File: src/hdl/counting_semaphore_wait_queue_unit_macros.svh
// Assertion helpers shared by the semaphore unit.
// Both macros expect signals named clk and rst_n in the enclosing module.
`ifndef COUNTING_SEMAPHORE_WAIT_QUEUE_UNIT_MACROS_SVH
`define COUNTING_SEMAPHORE_WAIT_QUEUE_UNIT_MACROS_SVH

// Property must hold at every clock edge outside reset.
`define CSQ_ASSERT(label, prop, msg) \
    label: assert property (@(posedge clk) disable iff (!rst_n) prop) else $error(msg);

// Expression must never be true outside reset.
`define CSQ_ASSERT_NEVER(label, expr, msg) \
    label: assert property (@(posedge clk) disable iff (!rst_n) !(expr)) else $error(msg);

`endif

File: src/hdl/csq_pkg.sv
package csq_pkg;

    // Fixed field widths
    localparam int KIND_W   = 2;
    localparam int STATUS_W = 2;
    localparam int INIT_W   = 16;
    localparam int COUNT_W  = 18;

    // Defaults for the top-level parameters
    localparam int DEF_QUEUE_DEPTH = 16;
    localparam int DEF_TID_W       = 8;

    // Saturation point of the signed count
    localparam logic signed [COUNT_W-1:0] COUNT_MAX = {1'b0, {(COUNT_W-1){1'b1}}};

    // Request kinds as they arrive on tuser
    localparam logic [KIND_W-1:0] KIND_WAIT   = 2'd0;
    localparam logic [KIND_W-1:0] KIND_SIGNAL = 2'd1;
    localparam logic [KIND_W-1:0] KIND_CLOSE  = 2'd2;

    // Internal operation after classification
    typedef enum logic [1:0] {
        OP_WAIT,
        OP_SIGNAL,
        OP_CLOSE,
        OP_NOP
    } op_t;

    // Result status codes
    typedef enum logic [STATUS_W-1:0] {
        STATUS_OK             = 2'd0,
        STATUS_BLOCKED        = 2'd1,
        STATUS_REFUSED_CLOSED = 2'd2,
        STATUS_REFUSED_FULL   = 2'd3
    } status_t;

    // Control part of a queued command (thread id travels beside it)
    typedef struct packed {
        op_t  op;
        logic caller_closed;
    } cmd_ctl_t;

    localparam int CMD_CTL_W = $bits(cmd_ctl_t);

endpackage

File: src/hdl/csq_front.sv
module csq_front #(
    parameter int TID_W = csq_pkg::DEF_TID_W,
    parameter int IN_W  = ((TID_W + 8) / 8) * 8
) (
    input  logic                       s_tvalid,
    output logic                       s_tready,
    input  logic [IN_W-1:0]            s_tdata,   // thread_id, caller_closed
    input  logic [csq_pkg::KIND_W-1:0] s_tuser,   // kind
    input  logic                       fifo_full,
    output logic                       push,
    output csq_pkg::cmd_ctl_t          push_ctl,
    output logic [TID_W-1:0]           push_tid
);

    // Take a transaction whenever the command queue has room
    assign s_tready = !fifo_full;
    assign push     = s_tvalid && !fifo_full;

    // Unpack payload
    assign push_tid = s_tdata[TID_W-1:0];

    // Classify request kind
    always_comb
    begin
        push_ctl.caller_closed = s_tdata[TID_W];
        case (s_tuser)
            csq_pkg::KIND_WAIT:   push_ctl.op = csq_pkg::OP_WAIT;
            csq_pkg::KIND_SIGNAL: push_ctl.op = csq_pkg::OP_SIGNAL;
            csq_pkg::KIND_CLOSE:  push_ctl.op = csq_pkg::OP_CLOSE;
            default:              push_ctl.op = csq_pkg::OP_NOP;
        endcase
    end

endmodule

File: src/hdl/csq_cmd_fifo.sv
module csq_cmd_fifo #(
    parameter int DATA_W = csq_pkg::CMD_CTL_W + csq_pkg::DEF_TID_W
) (
    input  logic              clk,
    input  logic              rst_n,
    input  logic              push,
    input  logic [DATA_W-1:0] push_data,
    output logic              full,
    input  logic              pop,
    output logic              empty,
    output logic [DATA_W-1:0] pop_data
);

    // Two entries: enough to pass one command per cycle while the back end is not stalled
    logic [DATA_W-1:0] store_reg [2];
    logic              wr_ptr_reg;
    logic              wr_ptr_next;
    logic              rd_ptr_reg;
    logic              rd_ptr_next;
    logic [1:0]        cnt_reg;
    logic [1:0]        cnt_next;

    assign full     = (cnt_reg == 2'd2);
    assign empty    = (cnt_reg == 2'd0);
    assign pop_data = store_reg[rd_ptr_reg];

    // Pointer and fill count update
    always_comb
    begin
        wr_ptr_next = push ? !wr_ptr_reg : wr_ptr_reg;
        rd_ptr_next = pop ? !rd_ptr_reg : rd_ptr_reg;
        cnt_next    = cnt_reg + {1'b0, push} - {1'b0, pop};
    end

    always_ff @(posedge clk or negedge rst_n)
    begin
        if (!rst_n)
        begin
            wr_ptr_reg <= 1'b0;
            rd_ptr_reg <= 1'b0;
            cnt_reg    <= 2'd0;
        end
        else
        begin
            wr_ptr_reg <= wr_ptr_next;
            rd_ptr_reg <= rd_ptr_next;
            cnt_reg    <= cnt_next;
        end
    end

    // Entry storage
    always_ff @(posedge clk)
    begin
        if (push)
        begin
            store_reg[wr_ptr_reg] <= push_data;
        end
    end

endmodule

File: src/hdl/csq_back.sv
`include "counting_semaphore_wait_queue_unit_macros.svh"

module csq_back #(
    parameter int QUEUE_DEPTH = csq_pkg::DEF_QUEUE_DEPTH,
    parameter int TID_W       = csq_pkg::DEF_TID_W,
    parameter int OUT_W       = ((TID_W + 11) / 8) * 8
) (
    input  logic                       clk,
    input  logic                       rst_n,
    input  logic                       cmd_valid,
    input  csq_pkg::cmd_ctl_t          cmd_ctl,
    input  logic [TID_W-1:0]           cmd_tid,
    output logic                       cmd_pop,
    input  logic                       cfg_we,
    input  logic [csq_pkg::INIT_W-1:0] cfg_wdata,
    output logic                       m_tvalid,
    input  logic                       m_tready,
    output logic [OUT_W-1:0]           m_tdata,
    output logic                       m_tlast
);

    localparam int PTR_W   = (QUEUE_DEPTH > 1) ? $clog2(QUEUE_DEPTH) : 1;
    localparam int OCC_W   = $clog2(QUEUE_DEPTH + 1);
    localparam int COUNT_W = csq_pkg::COUNT_W;

    typedef enum logic {
        ST_IDLE,
        ST_DRAIN
    } state_t;

    state_t                              state_reg, state_next;
    logic signed [COUNT_W-1:0]           count_reg, count_next;
    logic [csq_pkg::INIT_W-1:0]          init_reg, init_next;
    logic [PTR_W-1:0]                    head_reg, head_next;
    logic [PTR_W-1:0]                    tail_reg, tail_next;
    logic [OCC_W-1:0]                    occ_reg, occ_next;
    logic                                out_valid_reg, out_valid_next;
    csq_pkg::status_t                    out_status_reg, out_status_next;
    logic                                out_rvalid_reg, out_rvalid_next;
    logic [TID_W-1:0]                    out_thread_reg, out_thread_next;
    logic                                out_by_close_reg, out_by_close_next;
    logic                                out_last_reg, out_last_next;

    // Waiter memory, read data always tracks the entry at head
    logic [TID_W-1:0]                    waiter_mem [QUEUE_DEPTH];
    logic [TID_W-1:0]                    rd_data_reg;
    logic                                mem_we;

    logic                                can_emit;
    logic                                count_pos;
    logic signed [COUNT_W-1:0]           count_dec;
    logic signed [COUNT_W-1:0]           count_inc;
    logic                                inc_le_zero;
    logic                                queue_full;
    logic [PTR_W-1:0]                    head_inc;
    logic [PTR_W-1:0]                    tail_inc;
    logic signed [COUNT_W-1:0]           count_reload;
    logic signed [COUNT_W-1:0]           occ_ext;

    // Count and pointer helpers
    assign count_pos    = !count_reg[COUNT_W-1] && (count_reg != '0);
    assign count_dec    = count_reg - COUNT_W'(1);
    assign count_inc    = (count_reg == csq_pkg::COUNT_MAX) ? count_reg
                                                             : count_reg + COUNT_W'(1);
    assign inc_le_zero  = count_inc[COUNT_W-1] || (count_inc == '0);
    assign queue_full   = (occ_reg == OCC_W'(QUEUE_DEPTH));
    assign head_inc     = (head_reg == PTR_W'(QUEUE_DEPTH - 1)) ? '0 : head_reg + PTR_W'(1);
    assign tail_inc     = (tail_reg == PTR_W'(QUEUE_DEPTH - 1)) ? '0 : tail_reg + PTR_W'(1);
    assign count_reload = $signed({{(COUNT_W - csq_pkg::INIT_W){1'b0}}, init_reg});
    assign occ_ext      = $signed({{(COUNT_W - OCC_W){1'b0}}, occ_reg});
    assign can_emit     = !out_valid_reg || m_tready;

    // Command execution
    always_comb
    begin
        state_next        = state_reg;
        count_next        = count_reg;
        init_next         = cfg_we ? cfg_wdata : init_reg;
        head_next         = head_reg;
        tail_next         = tail_reg;
        occ_next          = occ_reg;
        out_valid_next    = out_valid_reg && !m_tready;
        out_status_next   = out_status_reg;
        out_rvalid_next   = out_rvalid_reg;
        out_thread_next   = out_thread_reg;
        out_by_close_next = out_by_close_reg;
        out_last_next     = out_last_reg;
        cmd_pop           = 1'b0;
        mem_we            = 1'b0;

        case (state_reg)
            ST_IDLE:
            begin
                if (cmd_valid && can_emit)
                begin
                    cmd_pop           = 1'b1;
                    out_valid_next    = 1'b1;
                    out_status_next   = csq_pkg::STATUS_OK;
                    out_rvalid_next   = 1'b0;
                    out_thread_next   = '0;
                    out_by_close_next = 1'b0;
                    out_last_next     = 1'b1;
                    case (cmd_ctl.op)
                        csq_pkg::OP_WAIT:
                        begin
                            if (count_pos)
                            begin
                                count_next = count_dec;
                            end
                            else if (cmd_ctl.caller_closed)
                            begin
                                out_status_next = csq_pkg::STATUS_REFUSED_CLOSED;
                            end
                            else if (queue_full)
                            begin
                                out_status_next = csq_pkg::STATUS_REFUSED_FULL;
                            end
                            else
                            begin
                                count_next      = count_dec;
                                mem_we          = 1'b1;
                                tail_next       = tail_inc;
                                occ_next        = occ_reg + OCC_W'(1);
                                out_status_next = csq_pkg::STATUS_BLOCKED;
                            end
                        end
                        csq_pkg::OP_SIGNAL:
                        begin
                            count_next = count_inc;
                            if (inc_le_zero && (occ_reg != '0))
                            begin
                                head_next       = head_inc;
                                occ_next        = occ_reg - OCC_W'(1);
                                out_rvalid_next = 1'b1;
                                out_thread_next = rd_data_reg;
                            end
                        end
                        csq_pkg::OP_CLOSE:
                        begin
                            if (occ_reg == '0)
                            begin
                                head_next  = '0;
                                tail_next  = '0;
                                count_next = count_reload;
                            end
                            else
                            begin
                                // Releases go out one per cycle from the drain state while the output is not stalled
                                out_valid_next = 1'b0;
                                state_next     = ST_DRAIN;
                            end
                        end
                        default:
                        begin
                        end
                    endcase
                end
            end
            ST_DRAIN:
            begin
                if (can_emit)
                begin
                    out_valid_next    = 1'b1;
                    out_status_next   = csq_pkg::STATUS_OK;
                    out_rvalid_next   = 1'b1;
                    out_thread_next   = rd_data_reg;
                    out_by_close_next = 1'b1;
                    out_last_next     = (occ_reg == OCC_W'(1));
                    head_next         = head_inc;
                    occ_next          = occ_reg - OCC_W'(1);
                    if (occ_reg == OCC_W'(1))
                    begin
                        head_next  = '0;
                        tail_next  = '0;
                        count_next = count_reload;
                        state_next = ST_IDLE;
                    end
                end
            end
            default:
            begin
                state_next = ST_IDLE;
            end
        endcase
    end

    // State and registered outputs
    always_ff @(posedge clk or negedge rst_n)
    begin
        if (!rst_n)
        begin
            state_reg        <= ST_IDLE;
            count_reg        <= '0;
            init_reg         <= '0;
            head_reg         <= '0;
            tail_reg         <= '0;
            occ_reg          <= '0;
            out_valid_reg    <= 1'b0;
            out_status_reg   <= csq_pkg::STATUS_OK;
            out_rvalid_reg   <= 1'b0;
            out_thread_reg   <= '0;
            out_by_close_reg <= 1'b0;
            out_last_reg     <= 1'b0;
        end
        else
        begin
            state_reg        <= state_next;
            count_reg        <= count_next;
            init_reg         <= init_next;
            head_reg         <= head_next;
            tail_reg         <= tail_next;
            occ_reg          <= occ_next;
            out_valid_reg    <= out_valid_next;
            out_status_reg   <= out_status_next;
            out_rvalid_reg   <= out_rvalid_next;
            out_thread_reg   <= out_thread_next;
            out_by_close_reg <= out_by_close_next;
            out_last_reg     <= out_last_next;
        end
    end

    // Waiter memory: write at tail, registered read at next head with write bypass
    always_ff @(posedge clk)
    begin
        if (mem_we)
        begin
            waiter_mem[tail_reg] <= cmd_tid;
        end
        if (mem_we && (tail_reg == head_next))
        begin
            rd_data_reg <= cmd_tid;
        end
        else
        begin
            rd_data_reg <= waiter_mem[head_next];
        end
    end

    // Output port
    assign m_tvalid = out_valid_reg;
    assign m_tlast  = out_last_reg;
    assign m_tdata  = OUT_W'({out_by_close_reg, out_thread_reg, out_rvalid_reg,
                              out_status_reg});

    // Checks
    `CSQ_ASSERT_NEVER(a_occ_bound, occ_reg > OCC_W'(QUEUE_DEPTH), "queue occupancy overflow")
    `CSQ_ASSERT(a_count_matches_queue, (state_reg == ST_IDLE) |-> (count_reg[COUNT_W-1] ? ((occ_ext + count_reg) == '0) : (occ_reg == '0)), "occupancy differs from negative count")
    `CSQ_ASSERT(a_drain_nonempty, (state_reg == ST_DRAIN) |-> (occ_reg != '0), "drain with empty queue")
    `CSQ_ASSERT(a_block_enqueues, (cmd_pop && mem_we) |=> (occ_reg == $past(occ_reg) + OCC_W'(1)), "blocked wait did not enqueue")

endmodule

File: src/hdl/counting_semaphore_wait_queue_unit.sv
// A request is held in the command queue; its result is then registered on m_tvalid.
// Throughput: one wait, signal or unused-kind request per cycle while m_tready does not
// stall the output; a close drains the queued waiters one release at a time (a single
// result if the queue is empty), bound by the single read port of the waiter memory.
// Reset (rst_n, async, active low): count and initial_count to 0, queue empty,
// command queue and output register empty; no clearing pass, ready right after reset.
module counting_semaphore_wait_queue_unit #(
    parameter int QUEUE_DEPTH     = csq_pkg::DEF_QUEUE_DEPTH,
    parameter int THREAD_ID_WIDTH = csq_pkg::DEF_TID_W
) (
    input  logic                                        clk,
    input  logic                                        rst_n,
    input  logic                                        s_tvalid,
    output logic                                        s_tready,
    input  logic [((THREAD_ID_WIDTH + 8) / 8) * 8-1:0]  s_tdata,  // thread_id, caller_closed
    input  logic [csq_pkg::KIND_W-1:0]                  s_tuser,  // kind
    output logic                                        m_tvalid,
    input  logic                                        m_tready,
    output logic [((THREAD_ID_WIDTH + 11) / 8) * 8-1:0] m_tdata,  // status, released_valid,
                                                                  // released_thread,
                                                                  // released_by_close
    output logic                                        m_tlast,  // last
    input  logic                                        cfg_we,
    input  logic [csq_pkg::INIT_W-1:0]                  cfg_wdata // initial_count
);

    localparam int IN_W  = ((THREAD_ID_WIDTH + 8) / 8) * 8;
    localparam int OUT_W = ((THREAD_ID_WIDTH + 11) / 8) * 8;
    localparam int CMD_W = csq_pkg::CMD_CTL_W + THREAD_ID_WIDTH;

    logic                       fifo_full;
    logic                       fifo_empty;
    logic                       push;
    csq_pkg::cmd_ctl_t          push_ctl;
    logic [THREAD_ID_WIDTH-1:0] push_tid;
    logic                       pop;
    logic [CMD_W-1:0]           pop_data;
    csq_pkg::cmd_ctl_t          cmd_ctl;
    logic [THREAD_ID_WIDTH-1:0] cmd_tid;

    // Front: accept and classify requests
    csq_front #(
        .TID_W (THREAD_ID_WIDTH),
        .IN_W  (IN_W)
    ) u_front (
        .s_tvalid  (s_tvalid),
        .s_tready  (s_tready),
        .s_tdata   (s_tdata),
        .s_tuser   (s_tuser),
        .fifo_full (fifo_full),
        .push      (push),
        .push_ctl  (push_ctl),
        .push_tid  (push_tid)
    );

    // Command queue between front and back
    csq_cmd_fifo #(
        .DATA_W (CMD_W)
    ) u_cmd_fifo (
        .clk       (clk),
        .rst_n     (rst_n),
        .push      (push),
        .push_data ({push_tid, push_ctl}),
        .full      (fifo_full),
        .pop       (pop),
        .empty     (fifo_empty),
        .pop_data  (pop_data)
    );

    assign cmd_ctl = pop_data[csq_pkg::CMD_CTL_W-1:0];
    assign cmd_tid = pop_data[CMD_W-1:csq_pkg::CMD_CTL_W];

    // Back: semaphore count, waiter queue and result register
    csq_back #(
        .QUEUE_DEPTH (QUEUE_DEPTH),
        .TID_W       (THREAD_ID_WIDTH),
        .OUT_W       (OUT_W)
    ) u_back (
        .clk       (clk),
        .rst_n     (rst_n),
        .cmd_valid (!fifo_empty),
        .cmd_ctl   (cmd_ctl),
        .cmd_tid   (cmd_tid),
        .cmd_pop   (pop),
        .cfg_we    (cfg_we),
        .cfg_wdata (cfg_wdata),
        .m_tvalid  (m_tvalid),
        .m_tready  (m_tready),
        .m_tdata   (m_tdata),
        .m_tlast   (m_tlast)
    );

endmodule
File: config.mk
export PLATFORM = sky130hd
export DESIGN_NAME = counting_semaphore_wait_queue_unit
export DESIGN_NICKNAME = d
export VERILOG_FILES = /design/src/hdl/csq_pkg.sv /design/src/hdl/csq_front.sv /design/src/hdl/csq_cmd_fifo.sv /design/src/hdl/csq_back.sv /design/src/hdl/counting_semaphore_wait_queue_unit.sv
export VERILOG_INCLUDE_DIRS = /design/src /design/src/hdl
export SDC_FILE = /design/constraint.sdc
export NUM_CORES = 1
export LEC_CHECK = 0
export ABC_CLOCK_PERIOD_IN_PS = 3500
export CAP_MARGIN = 20
export CORE_ASPECT_RATIO = 0.7
export CORE_UTILIZATION = 33
export CTS_BUF_LIST = sky130_fd_sc_hd__clkbuf_4
export CTS_CLUSTER_SIZE = 20
export DETAILED_ROUTE_END_ITERATION = 6
export DONT_BUFFER_PORTS = 1
export MAX_ROUTING_LAYER = met4
export PLACE_DENSITY = 0.51
export SLEW_MARGIN = 20
export SYNTH_ARGS = -nofsm -noshare
export SYNTH_HDL_FRONTEND = slang
export SYNTH_HIERARCHICAL = 1
export SYNTH_SLANG_ARGS = --single-unit
export TNS_END_PERCENT = 5
File: constraint.sdc
create_clock -name clk -period 3.5 [get_ports clk]
set_input_delay 0.7 -clock clk [delete_from_list [all_inputs] [get_ports clk]]
set_output_delay 0.7 -clock clk [all_outputs]
set_load 0.01 [all_outputs]
==> impl_metrics.tcl <==
set metrics [dict create \
    clk_pin_slew_ps 70 \
    p_int_uw 5810 \
    fin_skew_ps 48.6 \
    clock_path_buffers 3 \
    vias 6759 \
    slowest_delay_ps 630 \
    dpl_worst_slack_ps 152 \
    yosysTopAreaCell "edfxtp_1" \
    worstReg2RegStart "u_back/count_reg[0]$_DFFE_PN0P_" \
    peakVddDrop_uv 416 \
    worstPathCellList "ha_1, nand3_1, buf_4, nor3_1, o41ai_1, nand4_1, or4_4, a31oi_1, nand2b_1, xnor2_1" \
    comb_power_share 0.348 \
    design_area_um2 11900 \
    place_inst 1191 \
    end_kind "register" \
    gp_congestion 0.959 \
    ys_types 70 \
    maxSlewHeadroom 0.433 \
    crit_arrival_ps 3870 \
    final-hold-violation-count 0 \
    netSwitchingFraction 0.365 \
    grt-ovfl-total 0 \
    cts_root_buf "clkbuf_4" \
    syn_avg_cell_area_um2 13.3 \
    drc 0 \
    critical_path_class "register to register" \
    crit_buf_inv 1 \
    routed_wl_mm 25.8 \
    dieArea_um2 32300 \
    rsz0062_at_grt "no" \
    synth_edf_count 150 \
    die_y_um 151 \
    worstPathRequired_ps 4100 \
    placed_area_um2 11100 \
    reg2regPathDepth 10 \
    regToRegSetupSlack_ps 230 \
    core_um2 30500 \
    synth-simple-area-share 0.109 \
    r2r_end "u_back/occ_reg[0]$_DFFE_PN0P_" \
    grt_usage 0.169 \
    setup_viol 0 \
    p_switching_uw 3350 \
    power.leakage_uw 0.00425 \
    viasPerCell 5.19 \
    cp_slowest_cell "or4_4" \
    synth_xor_area_frac 0.0216 \
    ys_ff_latch 220 \
    period_share 0.936 \
    dr.first_iter.drc_count 574 \
    htreeDepth 2 \
    yosys_most_used_dff "edfxtp_1" \
    cp.depth 10 \
    grt_start_max_net_pins 67 \
    start_util 0.341 \
    layout_commonest_cell "edfxtp_1" \
    drv_slew 0 \
    cts.sinks 220 \
    portBuffers 0 \
    grt_pass1_vias 6589 \
    critPathTopFamily "simple AND/OR/NAND/NOR gates" \
    numCtsBuffers 57 \
    tightest_slew_ps 848 \
    min_path_type "input pin to register" \
    outcome "finished clean" \
    power_frac_seq 0.409 \
    cts_tree "done" \
    rows 53 \
    avgRoutedWirePerCell_um 19.8 \
    critPathLaunchType "register" \
    synth_warnings 6 \
    yosysSeqAreaShare 0.599 \
    synth-compound-area-share 0.0820 \
    power_density_nw_per_um2 772 \
    num-nets-final 896 \
    synth_top_area_share 0.433 \
    antenna_left 0 \
    place_hpwl_mm 17.6 \
    syn_to_final_growth_pct 14.0 \
    crit_start "u_back/count_reg[0]$_DFFE_PN0P_" \
    final_cells 1302 \
    setup_ws_ps 225 \
    io-pin-count 58 \
    synth_top_family_by_area "multiplexers" \
    largest_reg_flops 128 \
    endpoint "u_back/occ_reg[0]$_DFFE_PN0P_" \
    synth_area_um2 10400 \
    fin_total_pwr_uw 9160 \
    antenna_found_initial 2 \
    drive_gt1_frac 0.258 \
    max_freq_mhz 305 \
    cp_max_fo 5 \
    grt_pass1_wl_mm 39.8 \
    muxShareOfSynthArea 0.127 \
    async_reset_ff_frac 0.300 \
    clk-insertion-delay-late_ps 720 \
    cap_violations 0 \
    first_pass_iters 5 \
    setup_tns_ps 0 \
    layout_min_cycle_time_ps 3270 \
    fp.dieW_um 214 \
    mostFrequentLayoutCells "150 x edfxtp_1, 82 x clkbuf_4, 69 x nand2_1" \
    p_clk_frac 0.243 \
    synth_cells 782 \
    synth_top_cells_by_area "edfxtp_1 43%, dfrtp_1 16%, mux4_2 8.7%" \
    synth_adder_area_share 0.0192 \
]
==> synth_stat cells (all sizes together), types with 3 or more instances <==
| cell | number |
|---|---|
| ha | 16 |
| mux2 | 28 |
| nor3 | 23 |
| dfrtp | 66 |
| nand2 | 69 |
| dfxtp | 4 |
| nand3 | 12 |
| a221oi | 6 |
| a22oi | 6 |
| nand2b | 4 |
| nand4 | 14 |
| nor4b | 4 |
| buf | 32 |
| a211oi | 5 |
| edfxtp | 150 |
| clkbuf | 31 |
| a31oi | 8 |
| nor4 | 7 |
| mux2i | 7 |
| xor2 | 9 |
| or4 | 5 |
| and3 | 8 |
| o41ai | 3 |
| a21oi | 23 |
| o31ai | 5 |
| a21o | 3 |
| o21ai | 42 |
| inv | 29 |
| xnor2 | 14 |
| o211ai | 3 |
| nor2 | 51 |
| nor2b | 6 |
| o22ai | 7 |
| nand3b | 5 |
| mux4 | 40 |
| or3 | 5 |
| and4 | 3 |
==> cell type report <==
type,count,area (um^2)
diodes,1,2.50
clock buffers,82,616
clock inverters,25,131
fillers,2943,18600
inverters,30,113
multi-input cells,472,3780
flip-flops and latches,220,6240
well taps,412,515
repair buffers,60,473
==> stage by stage <==
stage	hold slack [ps]	util
3_3_place_gp	406	0.363
4_1_cts	7.57	0.388
6_report	90.5	0.389
2_1_floorplan	404	-
5_1_grt	7.03	0.389
3_5_place_dp	406	0.363
==> worst min-delay path by stage <==
stage	from	end	slack, ps	depth (start not counted)
after floorplan	rst_n	u_back/count_reg[0]$_DFFE_PN0P_	400	0
after global placement	rst_n	u_back/init_reg[4]$_DFFE_PN0P_	410	0
after detailed placement	rst_n	u_back/init_reg[4]$_DFFE_PN0P_	410	0
after CTS	s_tdata[8]	u_cmd_fifo/store_reg[0][0]$_DFFE_PP_	8	0
after global routing	s_tdata[8]	u_cmd_fifo/store_reg[0][0]$_DFFE_PP_	7	0
final	s_tuser[1]	u_cmd_fifo/store_reg[0][2]$_DFFE_PP_	90	0
==> routing by layer <==
layer	track usage	wire length, um	vias up
met3	0.0436	2370	41
met5	-	0	-
met2	0.205	9610	265
li1	-	-	3123
met1	0.263	13300	3330
met4	0.0557	433	0
==> power by group through the flow <==
| stage | clock network (uW) | registers (uW) | logic, uW |
|---|---|---|---|
| after floorplan | 0 | 3590 | 2470 |
| after global placement | 0 | 3800 | 3120 |
| after detailed placement | 0 | 3810 | 3140 |
| after CTS | 2330 | 3760 | 3170 |
| after global routing | 2470 | 3810 | 3510 |
| final | 2230 | 3750 | 3180 |
==> cells by family (layout without fill, tap and decap cells) <==
group | count (synthesis) | in the layout
AOI/OAI and AO/OA | 130 | 130
xor gates and xnor gates | 24 | 24
adders and majority gates | 16 | 16
buffers and inverters | 93 | 197
DFF | 220 | 220
muxes | 75 | 75
other | 1 | 5
and+or+nand+nor | 223 | 223
==> timing repair <==
action / in CTS / in global routing
endpoints found under the setup margin: 0 / 13
buffers inserted: 0 / 1
endpoints found under the hold margin: 66 / 0
gates resized for setup: 0 / 2
hold buffers: 2 / 0
Power figures use the tool's default switching activity.
